File: src/rtl/splq_pkg.sv
`timescale 1ns / 1ps
// ----------------------------------------------------------------------------
// splq_pkg: shared types and constants of the stable priority list queue
// Operation and status codes, the stored entry layout and the priority given
// to an entry moved to the front of an empty list.
// ----------------------------------------------------------------------------
package splq_pkg;

	// Payload field types.
	typedef logic [2:0] op_t;
	typedef logic [7:0] id_t;
	typedef logic [6:0] prio_t;
	typedef logic [1:0] status_t;
	typedef logic [8:0] count_t;

	// Operation codes.
	localparam op_t OP_INSERT = 3'd0;
	localparam op_t OP_POP    = 3'd1;
	localparam op_t OP_REMOVE = 3'd2;
	localparam op_t OP_FRONT  = 3'd3;
	localparam op_t OP_CLEAR  = 3'd4;

	// Status codes.
	localparam status_t STAT_OK        = 2'd0;
	localparam status_t STAT_EMPTY     = 2'd1;
	localparam status_t STAT_FULL      = 2'd2;
	localparam status_t STAT_NOT_FOUND = 2'd3;

	// Priority given by move to front when the list is empty.
	localparam prio_t FRONT_PRIO = 7'd100;

	// One stored list entry.
	typedef struct packed {
		id_t   id;
		prio_t prio;
	} entry_t;

endpackage

File: src/rtl/splq_req_if.sv
`timescale 1ns / 1ps
// ----------------------------------------------------------------------------
// splq_req_if: request channel of the stable priority list queue
// Valid/ready channel carrying one operation with its id and priority.
// ----------------------------------------------------------------------------
interface splq_req_if;
	logic             valid;
	logic             ready;
	splq_pkg::op_t    operation;
	splq_pkg::id_t    item_id;
	splq_pkg::prio_t  item_priority;

	modport source (output valid, output operation, output item_id,
		output item_priority, input ready);
	modport sink (input valid, input operation, input item_id,
		input item_priority, output ready);
endinterface

File: src/rtl/splq_rsp_if.sv
`timescale 1ns / 1ps
// ----------------------------------------------------------------------------
// splq_rsp_if: result channel of the stable priority list queue
// Valid/ready channel carrying one result per operation.
// ----------------------------------------------------------------------------
interface splq_rsp_if;
	logic              valid;
	logic              ready;
	splq_pkg::id_t     result_id;
	splq_pkg::prio_t   result_priority;
	splq_pkg::status_t status;
	splq_pkg::count_t  entry_count;

	modport source (output valid, output result_id, output result_priority,
		output status, output entry_count, input ready);
	modport sink (input valid, input result_id, input result_priority,
		input status, input entry_count, output ready);
endinterface

File: src/rtl/splq_mem.sv
`timescale 1ns / 1ps
// ----------------------------------------------------------------------------
// splq_mem: entry store of the stable priority list queue
// Simple dual-port memory with one write and one registered read per cycle.
// Contents are undefined until written.
// ----------------------------------------------------------------------------
module splq_mem #(
	parameter int Depth = 256,
	localparam int AddrW = $clog2(Depth)
) (
	input  logic                 clk,
	input  logic                 we,
	input  logic [AddrW-1:0]     waddr,
	input  splq_pkg::entry_t     wdata,
	input  logic [AddrW-1:0]     raddr,
	output splq_pkg::entry_t     rdata
);

	splq_pkg::entry_t mem_q [Depth];

	// Write port.
	always_ff @(posedge clk) begin
		if (we) begin
			mem_q[waddr] <= wdata;
		end
	end

	// Registered read port.
	always_ff @(posedge clk) begin
		rdata <= mem_q[raddr];
	end

endmodule

File: src/rtl/stable_priority_list_queue.sv
`timescale 1ns / 1ps
// An operation is taken in its transfer cycle, walks the N stored entries at
// one memory read per cycle, drains the read register and presents the result.
// Insert, pop and remove walk the list once; move to front walks it to delete
// and again to insert at the head, ahead of equal priorities, unless rejected
// as full. Clear, unused codes, a full insert and an empty pop do not walk.
// One operation is in flight at a time; the walk rate is set by the single read
// and write port. Reset empties the list; the entry store itself is not cleared.
// ----------------------------------------------------------------------------
// stable_priority_list_queue: bounded priority queue kept in sorted order
// Entries are held in a memory sorted by descending priority; insert places
// an entry behind its equals. A small sequencer walks the memory, shifting
// entries down to delete or up to insert, with a one-entry carry register.
// ----------------------------------------------------------------------------
module stable_priority_list_queue #(
	parameter int CAPACITY = 256
) (
	input  logic        clk,
	input  logic        arst_n,
	splq_req_if.sink    req,
	splq_rsp_if.source  rsp
);

	localparam int AddrW = $clog2(CAPACITY);
	localparam int CntW  = $clog2(CAPACITY + 1);

	typedef enum logic [4:0] {
		S_IDLE = 5'b00001,
		S_DEL  = 5'b00010,
		S_INS  = 5'b00100,
		S_TAIL = 5'b01000,
		S_DONE = 5'b10000
	} state_t;

	state_t                state_q;
	logic [CntW-1:0]       count_q;
	logic [CntW-1:0]       rd_idx_q;
	logic                  vld_s1;
	logic [AddrW-1:0]      idx_s1;
	logic                  found_q;
	logic                  placed_q;

	splq_pkg::op_t         op_q;
	splq_pkg::id_t         id_q;
	splq_pkg::prio_t       prio_q;
	splq_pkg::entry_t      cap_q;
	splq_pkg::prio_t       head_q;
	splq_pkg::entry_t      carry_q;
	splq_pkg::id_t         res_id_q;
	splq_pkg::prio_t       res_prio_q;
	splq_pkg::status_t     stat_q;

	splq_pkg::entry_t      rdata_s1;
	logic                  we;
	logic [AddrW-1:0]      waddr;
	splq_pkg::entry_t      wdata;

	logic                  walking;
	logic                  issue;
	logic                  pass_end;
	logic                  match_del;
	logic                  place_now;
	logic                  list_full;
	logic                  front_empty;
	splq_pkg::prio_t       front_prio;

	// Entry store.
	splq_mem #(
		.Depth (CAPACITY)
	) u_mem (
		.clk   (clk),
		.we    (we),
		.waddr (waddr),
		.wdata (wdata),
		.raddr (rd_idx_q[AddrW-1:0]),
		.rdata (rdata_s1)
	);

	// Walk control: a read is issued while entries remain, and the pass
	// ends once every issued read has been processed.
	assign walking   = (state_q == S_DEL) || (state_q == S_INS);
	assign issue     = walking && (rd_idx_q != count_q);
	assign pass_end  = !vld_s1 && (rd_idx_q == count_q);
	assign list_full = (count_q == CntW'(CAPACITY));

	// Delete pass matches the head for pop, otherwise the first equal id.
	assign match_del = (op_q == splq_pkg::OP_POP) ? (idx_s1 == '0)
		: (rdata_s1.id == id_q);

	// Insert pass places the carry once a lower priority entry is reached, or at the head for move to front.
	assign place_now = placed_q || (op_q == splq_pkg::OP_FRONT)
		|| (rdata_s1.prio < prio_q);

	// Move to front takes the head priority, or the default on an empty list.
	assign front_empty = (count_q == '0) || (found_q && (count_q == CntW'(1)));
	assign front_prio  = front_empty ? splq_pkg::FRONT_PRIO : head_q;

	// Memory write selection.
	always_comb begin
		we    = 1'b0;
		waddr = idx_s1;
		wdata = rdata_s1;
		unique case (state_q)
			S_DEL: begin
				if (vld_s1 && found_q) begin
					we    = 1'b1;
					waddr = idx_s1 - AddrW'(1);
				end
			end
			S_INS: begin
				if (vld_s1 && place_now) begin
					we    = 1'b1;
					wdata = carry_q;
				end
			end
			S_TAIL: begin
				we    = 1'b1;
				waddr = count_q[AddrW-1:0];
				wdata = carry_q;
			end
			default: begin
				we = 1'b0;
			end
		endcase
	end

	// Sequencer and list occupancy.
	always_ff @(posedge clk or negedge arst_n) begin
		if (!arst_n) begin
			state_q  <= S_IDLE;
			count_q  <= '0;
			rd_idx_q <= '0;
			vld_s1   <= 1'b0;
			found_q  <= 1'b0;
			placed_q <= 1'b0;
		end else begin
			unique case (state_q)
				S_IDLE: begin
					if (req.valid) begin
						rd_idx_q <= '0;
						vld_s1   <= 1'b0;
						found_q  <= 1'b0;
						placed_q <= 1'b0;
						unique case (req.operation)
							splq_pkg::OP_INSERT: begin
								state_q <= list_full ? S_DONE : S_INS;
							end
							splq_pkg::OP_POP: begin
								state_q <= (count_q == '0) ? S_DONE : S_DEL;
							end
							splq_pkg::OP_REMOVE, splq_pkg::OP_FRONT: begin
								state_q <= S_DEL;
							end
							splq_pkg::OP_CLEAR: begin
								count_q <= '0;
								state_q <= S_DONE;
							end
							default: begin
								state_q <= S_DONE;
							end
						endcase
					end
				end
				S_DEL: begin
					// No read is issued at the end of a pass, so the read
					// register empties here as well.
					vld_s1 <= issue;
					if (issue) begin
						rd_idx_q <= rd_idx_q + CntW'(1);
					end
					if (vld_s1 && !found_q && match_del) begin
						found_q <= 1'b1;
					end
					if (pass_end) begin
						if (found_q) begin
							count_q <= count_q - CntW'(1);
						end
						if (op_q == splq_pkg::OP_FRONT && (found_q || !list_full)) begin
							state_q  <= S_INS;
							rd_idx_q <= '0;
							placed_q <= 1'b0;
						end else begin
							state_q <= S_DONE;
						end
					end
				end
				S_INS: begin
					vld_s1 <= issue;
					if (issue) begin
						rd_idx_q <= rd_idx_q + CntW'(1);
					end
					if (vld_s1 && place_now) begin
						placed_q <= 1'b1;
					end
					if (pass_end) begin
						state_q <= S_TAIL;
					end
				end
				S_TAIL: begin
					count_q <= count_q + CntW'(1);
					state_q <= S_DONE;
				end
				S_DONE: begin
					if (rsp.ready) begin
						state_q <= S_IDLE;
					end
				end
				default: begin
					state_q <= S_IDLE;
				end
			endcase
		end
	end

	// Operation fields, carry register and result registers.
	always_ff @(posedge clk) begin
		idx_s1 <= rd_idx_q[AddrW-1:0];
		unique case (state_q)
			S_IDLE: begin
				if (req.valid) begin
					op_q       <= req.operation;
					id_q       <= req.item_id;
					prio_q     <= req.item_priority;
					carry_q    <= '{id: req.item_id, prio: req.item_priority};
					res_id_q   <= '0;
					res_prio_q <= '0;
					if (req.operation == splq_pkg::OP_INSERT && list_full) begin
						stat_q <= splq_pkg::STAT_FULL;
					end else if (req.operation == splq_pkg::OP_POP && count_q == '0) begin
						stat_q <= splq_pkg::STAT_EMPTY;
					end else begin
						stat_q <= splq_pkg::STAT_OK;
					end
				end
			end
			S_DEL: begin
				if (vld_s1 && !found_q && match_del) begin
					cap_q <= rdata_s1;
				end
				// Head priority as it stands once the deletion is done.
				if (vld_s1 && (((idx_s1 == '0) && !match_del)
						|| ((idx_s1 == AddrW'(1)) && found_q))) begin
					head_q <= rdata_s1.prio;
				end
				if (pass_end) begin
					unique case (op_q)
						splq_pkg::OP_POP: begin
							res_id_q   <= cap_q.id;
							res_prio_q <= cap_q.prio;
						end
						splq_pkg::OP_REMOVE: begin
							if (!found_q) begin
								stat_q <= splq_pkg::STAT_NOT_FOUND;
							end
						end
						splq_pkg::OP_FRONT: begin
							if (!found_q && list_full) begin
								stat_q <= splq_pkg::STAT_FULL;
							end else begin
								carry_q    <= '{id: id_q, prio: front_prio};
								res_prio_q <= front_prio;
							end
						end
						default: begin
							stat_q <= stat_q;
						end
					endcase
				end
			end
			S_INS: begin
				if (vld_s1 && place_now) begin
					carry_q <= rdata_s1;
				end
			end
			default: begin
				carry_q <= carry_q;
			end
		endcase
	end

	// Channel outputs.
	assign req.ready           = (state_q == S_IDLE);
	assign rsp.valid           = (state_q == S_DONE);
	assign rsp.result_id       = res_id_q;
	assign rsp.result_priority = res_prio_q;
	assign rsp.status          = stat_q;
	assign rsp.entry_count     = 9'(count_q);

endmodule

File: src/flat_wrapper.sv
// flat-port wrapper written by rule: the top's interface ports become plain ports
module stable_priority_list_queue_flat 
#(
	parameter int CAPACITY = 256
)
  (clk, arst_n, req_valid, req_operation, req_item_id, req_item_priority, req_ready, rsp_valid, rsp_result_id, rsp_result_priority, rsp_status, rsp_entry_count, rsp_ready);
  splq_req_if req_i ();
  splq_rsp_if rsp_i ();
  input  logic clk;
  input  logic arst_n;
  input wire logic [$bits(req_i.valid)-1:0] req_valid;
  input wire logic [$bits(req_i.operation)-1:0] req_operation;
  input wire logic [$bits(req_i.item_id)-1:0] req_item_id;
  input wire logic [$bits(req_i.item_priority)-1:0] req_item_priority;
  output wire logic [$bits(req_i.ready)-1:0] req_ready;
  output wire logic [$bits(rsp_i.valid)-1:0] rsp_valid;
  output wire logic [$bits(rsp_i.result_id)-1:0] rsp_result_id;
  output wire logic [$bits(rsp_i.result_priority)-1:0] rsp_result_priority;
  output wire logic [$bits(rsp_i.status)-1:0] rsp_status;
  output wire logic [$bits(rsp_i.entry_count)-1:0] rsp_entry_count;
  input wire logic [$bits(rsp_i.ready)-1:0] rsp_ready;
  assign req_i.valid = req_valid;
  assign req_i.operation = req_operation;
  assign req_i.item_id = req_item_id;
  assign req_i.item_priority = req_item_priority;
  assign req_ready = req_i.ready;
  assign rsp_valid = rsp_i.valid;
  assign rsp_result_id = rsp_i.result_id;
  assign rsp_result_priority = rsp_i.result_priority;
  assign rsp_status = rsp_i.status;
  assign rsp_entry_count = rsp_i.entry_count;
  assign rsp_i.ready = rsp_ready;
  stable_priority_list_queue #(.CAPACITY(CAPACITY)) u_core (.clk(clk), .arst_n(arst_n), .req(req_i), .rsp(rsp_i));
endmodule
File: config.mk
export PLATFORM = sky130hd
export DESIGN_NAME = stable_priority_list_queue_flat
export DESIGN_NICKNAME = d
export VERILOG_FILES = /design/src/rtl/splq_pkg.sv /design/src/rtl/splq_req_if.sv /design/src/rtl/splq_rsp_if.sv /design/src/rtl/splq_mem.sv /design/src/rtl/stable_priority_list_queue.sv /design/src/flat_wrapper.sv
export SDC_FILE = /design/constraint.sdc
export NUM_CORES = 2
export LEC_CHECK = 0
export ABC_CLOCK_PERIOD_IN_PS = 10690
export BUFFER_PORTS_ARGS = -buffer_cell sky130_fd_sc_hd__buf_4
export CAP_MARGIN = 40
export CELL_PAD_IN_SITES_DETAIL_PLACEMENT = 1
export CELL_PAD_IN_SITES_GLOBAL_PLACEMENT = 2
export CORE_UTILIZATION = 35
export CTS_CLUSTER_DIAMETER = 30
export CTS_CLUSTER_SIZE = 10
export DETAILED_ROUTE_END_ITERATION = 8
export PLACE_DENSITY_LB_ADDON = 0.1
export SYNTH_ARGS = -nofsm -noshare
export SYNTH_HDL_FRONTEND = slang
export SYNTH_HIERARCHICAL = 1
export SYNTH_SLANG_ARGS = --single-unit
File: constraint.sdc
create_clock -name clk -period 10.69 [get_ports clk]
set_input_delay 1.069 -clock clk [delete_from_list [all_inputs] [get_ports clk]]
set_output_delay 1.069 -clock clk [all_outputs]
set_load 0.005 [all_outputs]
* Yosys cells after proc, flatten, opt, wreduce, memory -nomap -nowiden
Memory sizes are Yosys's and may differ from the RTL's. A register that Yosys moved wholly into a read port is not among the register bits.
Index checks and enable logic that the tools add are counted.
Widths: inputs -> output; s select.
** Operators by class
- Add/sub/neg operators :: 4
- Equality and inequality tests :: 35
- Reductions and logical operators :: 46
- Multiplexer cells :: 61
- Order comparisons :: 1
** Operators with widths (count)
- $mux 15 :: 6
- $mux 9 :: 8
- $pmux 9 s3 :: 2
- $pmux 15 s3 :: 1
- $mux 5 :: 7
- $mux 8 :: 4
- $pmux 8 s2 :: 2
- $pmux 15 s2 :: 1
- $mux 7 :: 4
- $pmux 7 s2 :: 2
- $pmux 5 s5 :: 1
- $add 9x1->9 const B :: 2
- $ne 3x3->1 const B :: 5
- $pmux 5 s3 :: 1
- $reduce_and 5->1 :: 3
- $logic_and 1x1->1 :: 14
- $ne 2x2->1 const B :: 7
- $eq 3x2->1 const B :: 4
- $reduce_and 6->1 :: 2
- $mux 1 :: 11
- $mux 2 :: 5
- $ne 2x1->1 const B :: 5
- $reduce_and 2->1 :: 5
- $eq 9x1->1 const B :: 1
- 28 further kinds :: 44
** Word-level totals
- Bits in registers :: 106
- Output and inout bits :: 28
- Word-level logic and storage cells :: 166
- Input bits :: 22
- Memories :: 1
- Bits in writable memories :: 3840
** Memory list
- u_core.u_mem.mem_q :: words 256, width 15, read ports 1, clocked after memory_dff 1, write ports 1, RTL line splq_mem.sv:19 : splq_pkg::entry_t mem_q [Depth];

* Logic depth before layout (Yosys ltp)
- Depth after elaboration :: 8
- Gate-level depth with buffers :: 14
- Depth with buffers taken out :: 10

* Cells and area by module
Netlist, hierarchy kept.
** Modules (own cells, without submodules)
- splq_mem :: instances 1, cells each 6708, area an instance 147611.6 µm², seq. area each 115610.9 µm²
- stable_priority_list_queue :: instances 1, cells each 505, area an instance 5441.5 µm², seq. area each 2974.1 µm²

* Worst setup path before layout
No wires, ideal clock.
- Kind :: register to register
- Start point :: register u_core.prio_q[2]
- End point :: memory u_core/u_mem/mem_q[0][5] (netlist bit) (data pin)
- Data required time :: 10133 ps
- Clock period less this slack :: 4229 ps
- Buffers on the path :: 1
- Library setup time :: 557 ps
- Slack :: 6461 ps
- Data arrival time :: 3673 ps
- Cell stages (with the launch flop) :: 10
- Cell sequence :: edfxtp_1 -> inv_1 -> ha_1 -> a21oi_1 -> o21ai_0 -> a311o_1 -> o21ai_1 -> mux2_2 -> buf_2 -> mux2_2
** RTL lines
- from (decl) :: RTL line stable_priority_list_queue.sv:45 : splq_pkg::prio_t prio_q;
- from (signal assigned) :: RTL line stable_priority_list_queue.sv:223 : prio_q <= req.item_priority;
- to (decl) :: RTL line splq_mem.sv:19

* Final worst setup path
- Start point :: register u_core.state_q[1]
- End point :: memory u_core/u_mem/mem_q[41][9] (netlist bit) (enable)
** Between the ends
- Elaborated cells on any way between the ends :: 7
- Classes of those cells :: eq/ne (3); mux (4)
** RTL lines
- from (decl) :: RTL line stable_priority_list_queue.sv:35 : state_t state_q;
- from (signal assigned) :: RTL line stable_priority_list_queue.sv:146 : state_q <= list_full ? S_DONE : S_INS;
- from (signal assigned) :: RTL line stable_priority_list_queue.sv:149 : state_q <= (count_q == '0) ? S_DONE : S_DEL;
- $eq 5x4->1 / $eq 5x2->1 (equally long branches) :: RTL line stable_priority_list_queue.sv:103 : unique case (state_q)
- $pmux 8 s2 * :: RTL line stable_priority_list_queue.sv:103
- net u_core.waddr[0] :: RTL line stable_priority_list_queue.sv:55 : logic [AddrW-1:0] waddr;
Mark *: on every way through the listed nets, which the timed path passes. The rest lies on a longest branch.

==> results.toml <==
[timing]
period_minus_slack_ps = 5700
tightest_slew_ps = 1100
drv_slew = 0
fin_setup_tns_ps = 0
setup_violations = 0
relSlewSlack_pct = 26.9
max_freq_mhz = 175
rsz0062_at_grt = "false"
fin_crit_sh_pct = 53.3
hold_viol = 0
fin_skew_ps = 58.0

[worst_setup_path]
cp_cell_sequence = "nor2b_1, and2_1, buf_4, nand3_1, o211ai_1, buf_4, nor2b_1, nand3_2, buf_4, nor2_1, buf_4"
slowest_delay_ps = 640
cp.required_ps = 11450
end_kind = "flip-flop"
start_kind = "flip-flop"
worstPathArrival_ps = 6450
crit_path_top_delay_cell = "nor2b_1"
cp_common_cell = "buf_4"
r2r_start = "u_core/state_q[1]"
cp_max_fo = 35
worst-setup-path-type = "reg -> reg"
crit_start = "u_core/state_q[1]"

[die]
dieHeight_um = 663
io_pins = 50
num_rows = 242
start_util_pct = 35.2
dieArea_sq_um = 440000
core_area_sq_um = 435000
die_w_um = 663

[clock_network]
h-tree-depth = 6
root_buffer = "clkbuf_16"
cts.sinks = 3961
numCtsBuffers = 891
clock_path_buffers = 4
cts_resized = 0
cts_tree = "built"
clk_pin_slew_ps = 50
insertion_delay_ps = 1090

[placed_design]
dp_hpwl_mm = 298
placed_area_sq_um = 163000
portBuffers = 49
gp_congestion = 0.795

[logic_synthesis]
yosys-top-cells-count = "edfxtp_1 (3912), mux4_2 (826), nor2_1 (328)"
syn_area_sq_um = 153000
yosysTopAreaCellShare_pct = 76.8
ys.flop_type = "edfxtp_1"
ys_types = 79
synth_warnings = 6
syn-num-nets = 7249
yosysSeqAreaShare_pct = 77.5
synthCells = 7213
synth_area_leader_cell = "edfxtp_1"
ys_ff_latch = 3961
yosysMostFrequentCell = "edfxtp_1"
synth.avg_cell_area_sq_um = 21.2
postSynth.asyncResetShare_pct = 0.656
synth_edf_count = 3912
synth_top_cells_by_area = "edfxtp_1 (77%), mux4_2 (12%), mux2i_1 (1.5%)"

[global_routing]
grt_pass1_vias = 85107
grt-ovfl-total = 0
antenna_found_initial = 38
grt_pass1_wl_mm = 686
grt_usage_pct = 22.1
grt_max_degree = 173

[route]
routedWlPerCell_um = 33.5
viasPerCell = 5.45
ant_nets = 0
drt_first_pass_iters = 5
routed_wirelength_mm = 494
drt_iter0_drc = 7972
via_count = 80372
drc = 0

[cells_and_area]
drive_gt1_share_pct = 32.6
area_growth_pct = 26.3
fin_area_sq_um = 193000
nets = 8261

[hold_path]
hold_path.class = "in -> reg"
min_from = "req_item_id[6]"

[power]
cellLeakagePower_nw = 61.5
p_per_area_nw_per_um2 = 263
max-vdd-ir-drop_mv = 0.175
total_power_mw = 50.9

[run]
max-cap-violations = 0

[run_status]
status = "complete, no violations"
==> cell usage in the layout (no fill, tap or decap), drive strengths merged, types with 10 or more instances in the layout <==
| master | synthesis | routed |
|---|---|---|
| clkbuf | 191 | 1034 |
| clkinv | 1 | 348 |
| mux2i | 229 | 229 |
| edfxtp | 3912 | 3912 |
| o31ai | 19 | 19 |
| dfrtp | 25 | 25 |
| o211ai | 10 | 10 |
| clkinvlp | 0 | 100 |
| nor3b | 14 | 14 |
| a211oi | 44 | 44 |
| ha | 14 | 14 |
| buf | 246 | 553 |
| nand3 | 56 | 56 |
| a21oi | 189 | 189 |
| xnor2 | 15 | 15 |
| mux2 | 83 | 83 |
| nor2b | 37 | 37 |
| a22oi | 242 | 242 |
| a31oi | 19 | 19 |
| nand4 | 16 | 16 |
| a221oi | 48 | 48 |
| diode | 0 | 14 |
| mux4 | 826 | 826 |
| o221ai | 79 | 79 |
| nor4 | 39 | 39 |
| dfxtp | 23 | 23 |
| and3 | 16 | 16 |
| nor2 | 330 | 330 |
| o22ai | 105 | 105 |
| nor3 | 52 | 52 |
| o21ai | 78 | 78 |
| inv | 19 | 69 |
| bufinv | 0 | 127 |
| a22o | 23 | 23 |
| nand2b | 12 | 12 |
| nand2 | 119 | 119 |
==> cell type report <==
class	instances	area (sq um)
Antenna cell	14	35.0
Clock buffer	1034	23100
Clock inverter	624	7160
Fill cell	39804	241000
Inverter	20	75.1
Multi-Input combinational cell	2795	32300
Sequential cell	3961	119000
Tap cell	5734	7170
Timing Repair Buffer	556	4940
==> report_power, final <==
group          internal, mW  leakage (nW)  switching, mW  total [mW]
registers              17.9          35.7          0.142        18.1
logic                  2.11          11.3           3.54        5.65
clock network          18.4          14.5           8.74        27.1
total                  38.4          61.5           12.4        50.9
==> final timing paths <==
kind	slack, ps	cells after the start	end
setup / recovery	4990	11	u_core/u_mem/mem_q[41][9]
hold / removal	180	1	u_core/id_q[6]
setup reg to reg	4990	11	u_core/u_mem/mem_q[41][9]
hold reg to reg	520	2	u_core/placed_q
max in group asynchronous	9870	2	u_core/rd_idx_q[4]
min in group asynchronous	470	2	u_core/rd_idx_q[8]
==> flip-flops by register name (all words and copies together) (netlist names) <==
name and flops:
u_core/carry_q 15, u_core/rsp.entry_count 9, u_core/rsp.result_priority 7, u_core/found_q 1
u_core/rsp.status 2, u_core/cap_q 15, u_core/idx_s1 8, u_core/op_q 3
u_core/id_q 8, u_core/prio_q 7, u_core/placed_q 1, u_core/u_mem/rdata 15
u_core/rsp.result_id 8, u_core/u_mem/mem_q 3840, u_core/rd_idx_q 9, u_core/head_q 7
u_core/state_q 5, u_core/vld_s1 1
==> worst max-delay path: cells and delay by family (launching register included) <==
kind	cells	cell delay (ps)
buffers and inverters	4	1430
AOI/OAI and AO/OA	1	600
DFF	1	410
and+or+nand+nor	6	2860
==> repair_timing <==
action | CTS | global route
endpoints found under the hold margin | 25 | 0
hold buffers | 1 | 0
buffers inserted | 0 | 0
==> metal layers <==
| metal | wire length [um] | global-route usage, % | vias to the layer above |
|---|---|---|---|
| met5 | 13 | 0 | - |
| met4 | 9810 | 5.02 | 2 |
| met3 | 27300 | 3.34 | 662 |
| met2 | 232000 | 34.9 | 2604 |
| met1 | 224000 | 32.3 | 44224 |
| li1 | - | - | 32880 |
==> cells by family (layout without fill, tap and decap cells) <==
logic type,count (synthesis),count (layout),synth area share (%)
compound gates,884,884,3.95
xor+xnor,23,23,0.132
fa+ha+maj,14,14,0.114
buf+inv,457,2234,1.77
flops,3961,3961,77.5
mux,1138,1138,14.3
other cells,0,14,0
simple gates,736,736,2.29
==> through the flow <==
stage / hold WS (ps) / util, % / cells / setup WS, ps
after floorplan: 441 / - / 7213 / 6460
after detailed placement: 498 / 37.5 / 13063 / 5110
after global placement: 494 / 37.2 / 12982 / 5130
after global routing: 128 / 44.5 / 14725 / 4540
final: 175 / 44.5 / 14738 / 4990
after CTS: 86.4 / 44.4 / 14722 / 5060
(Power assumes the default switching activity.)
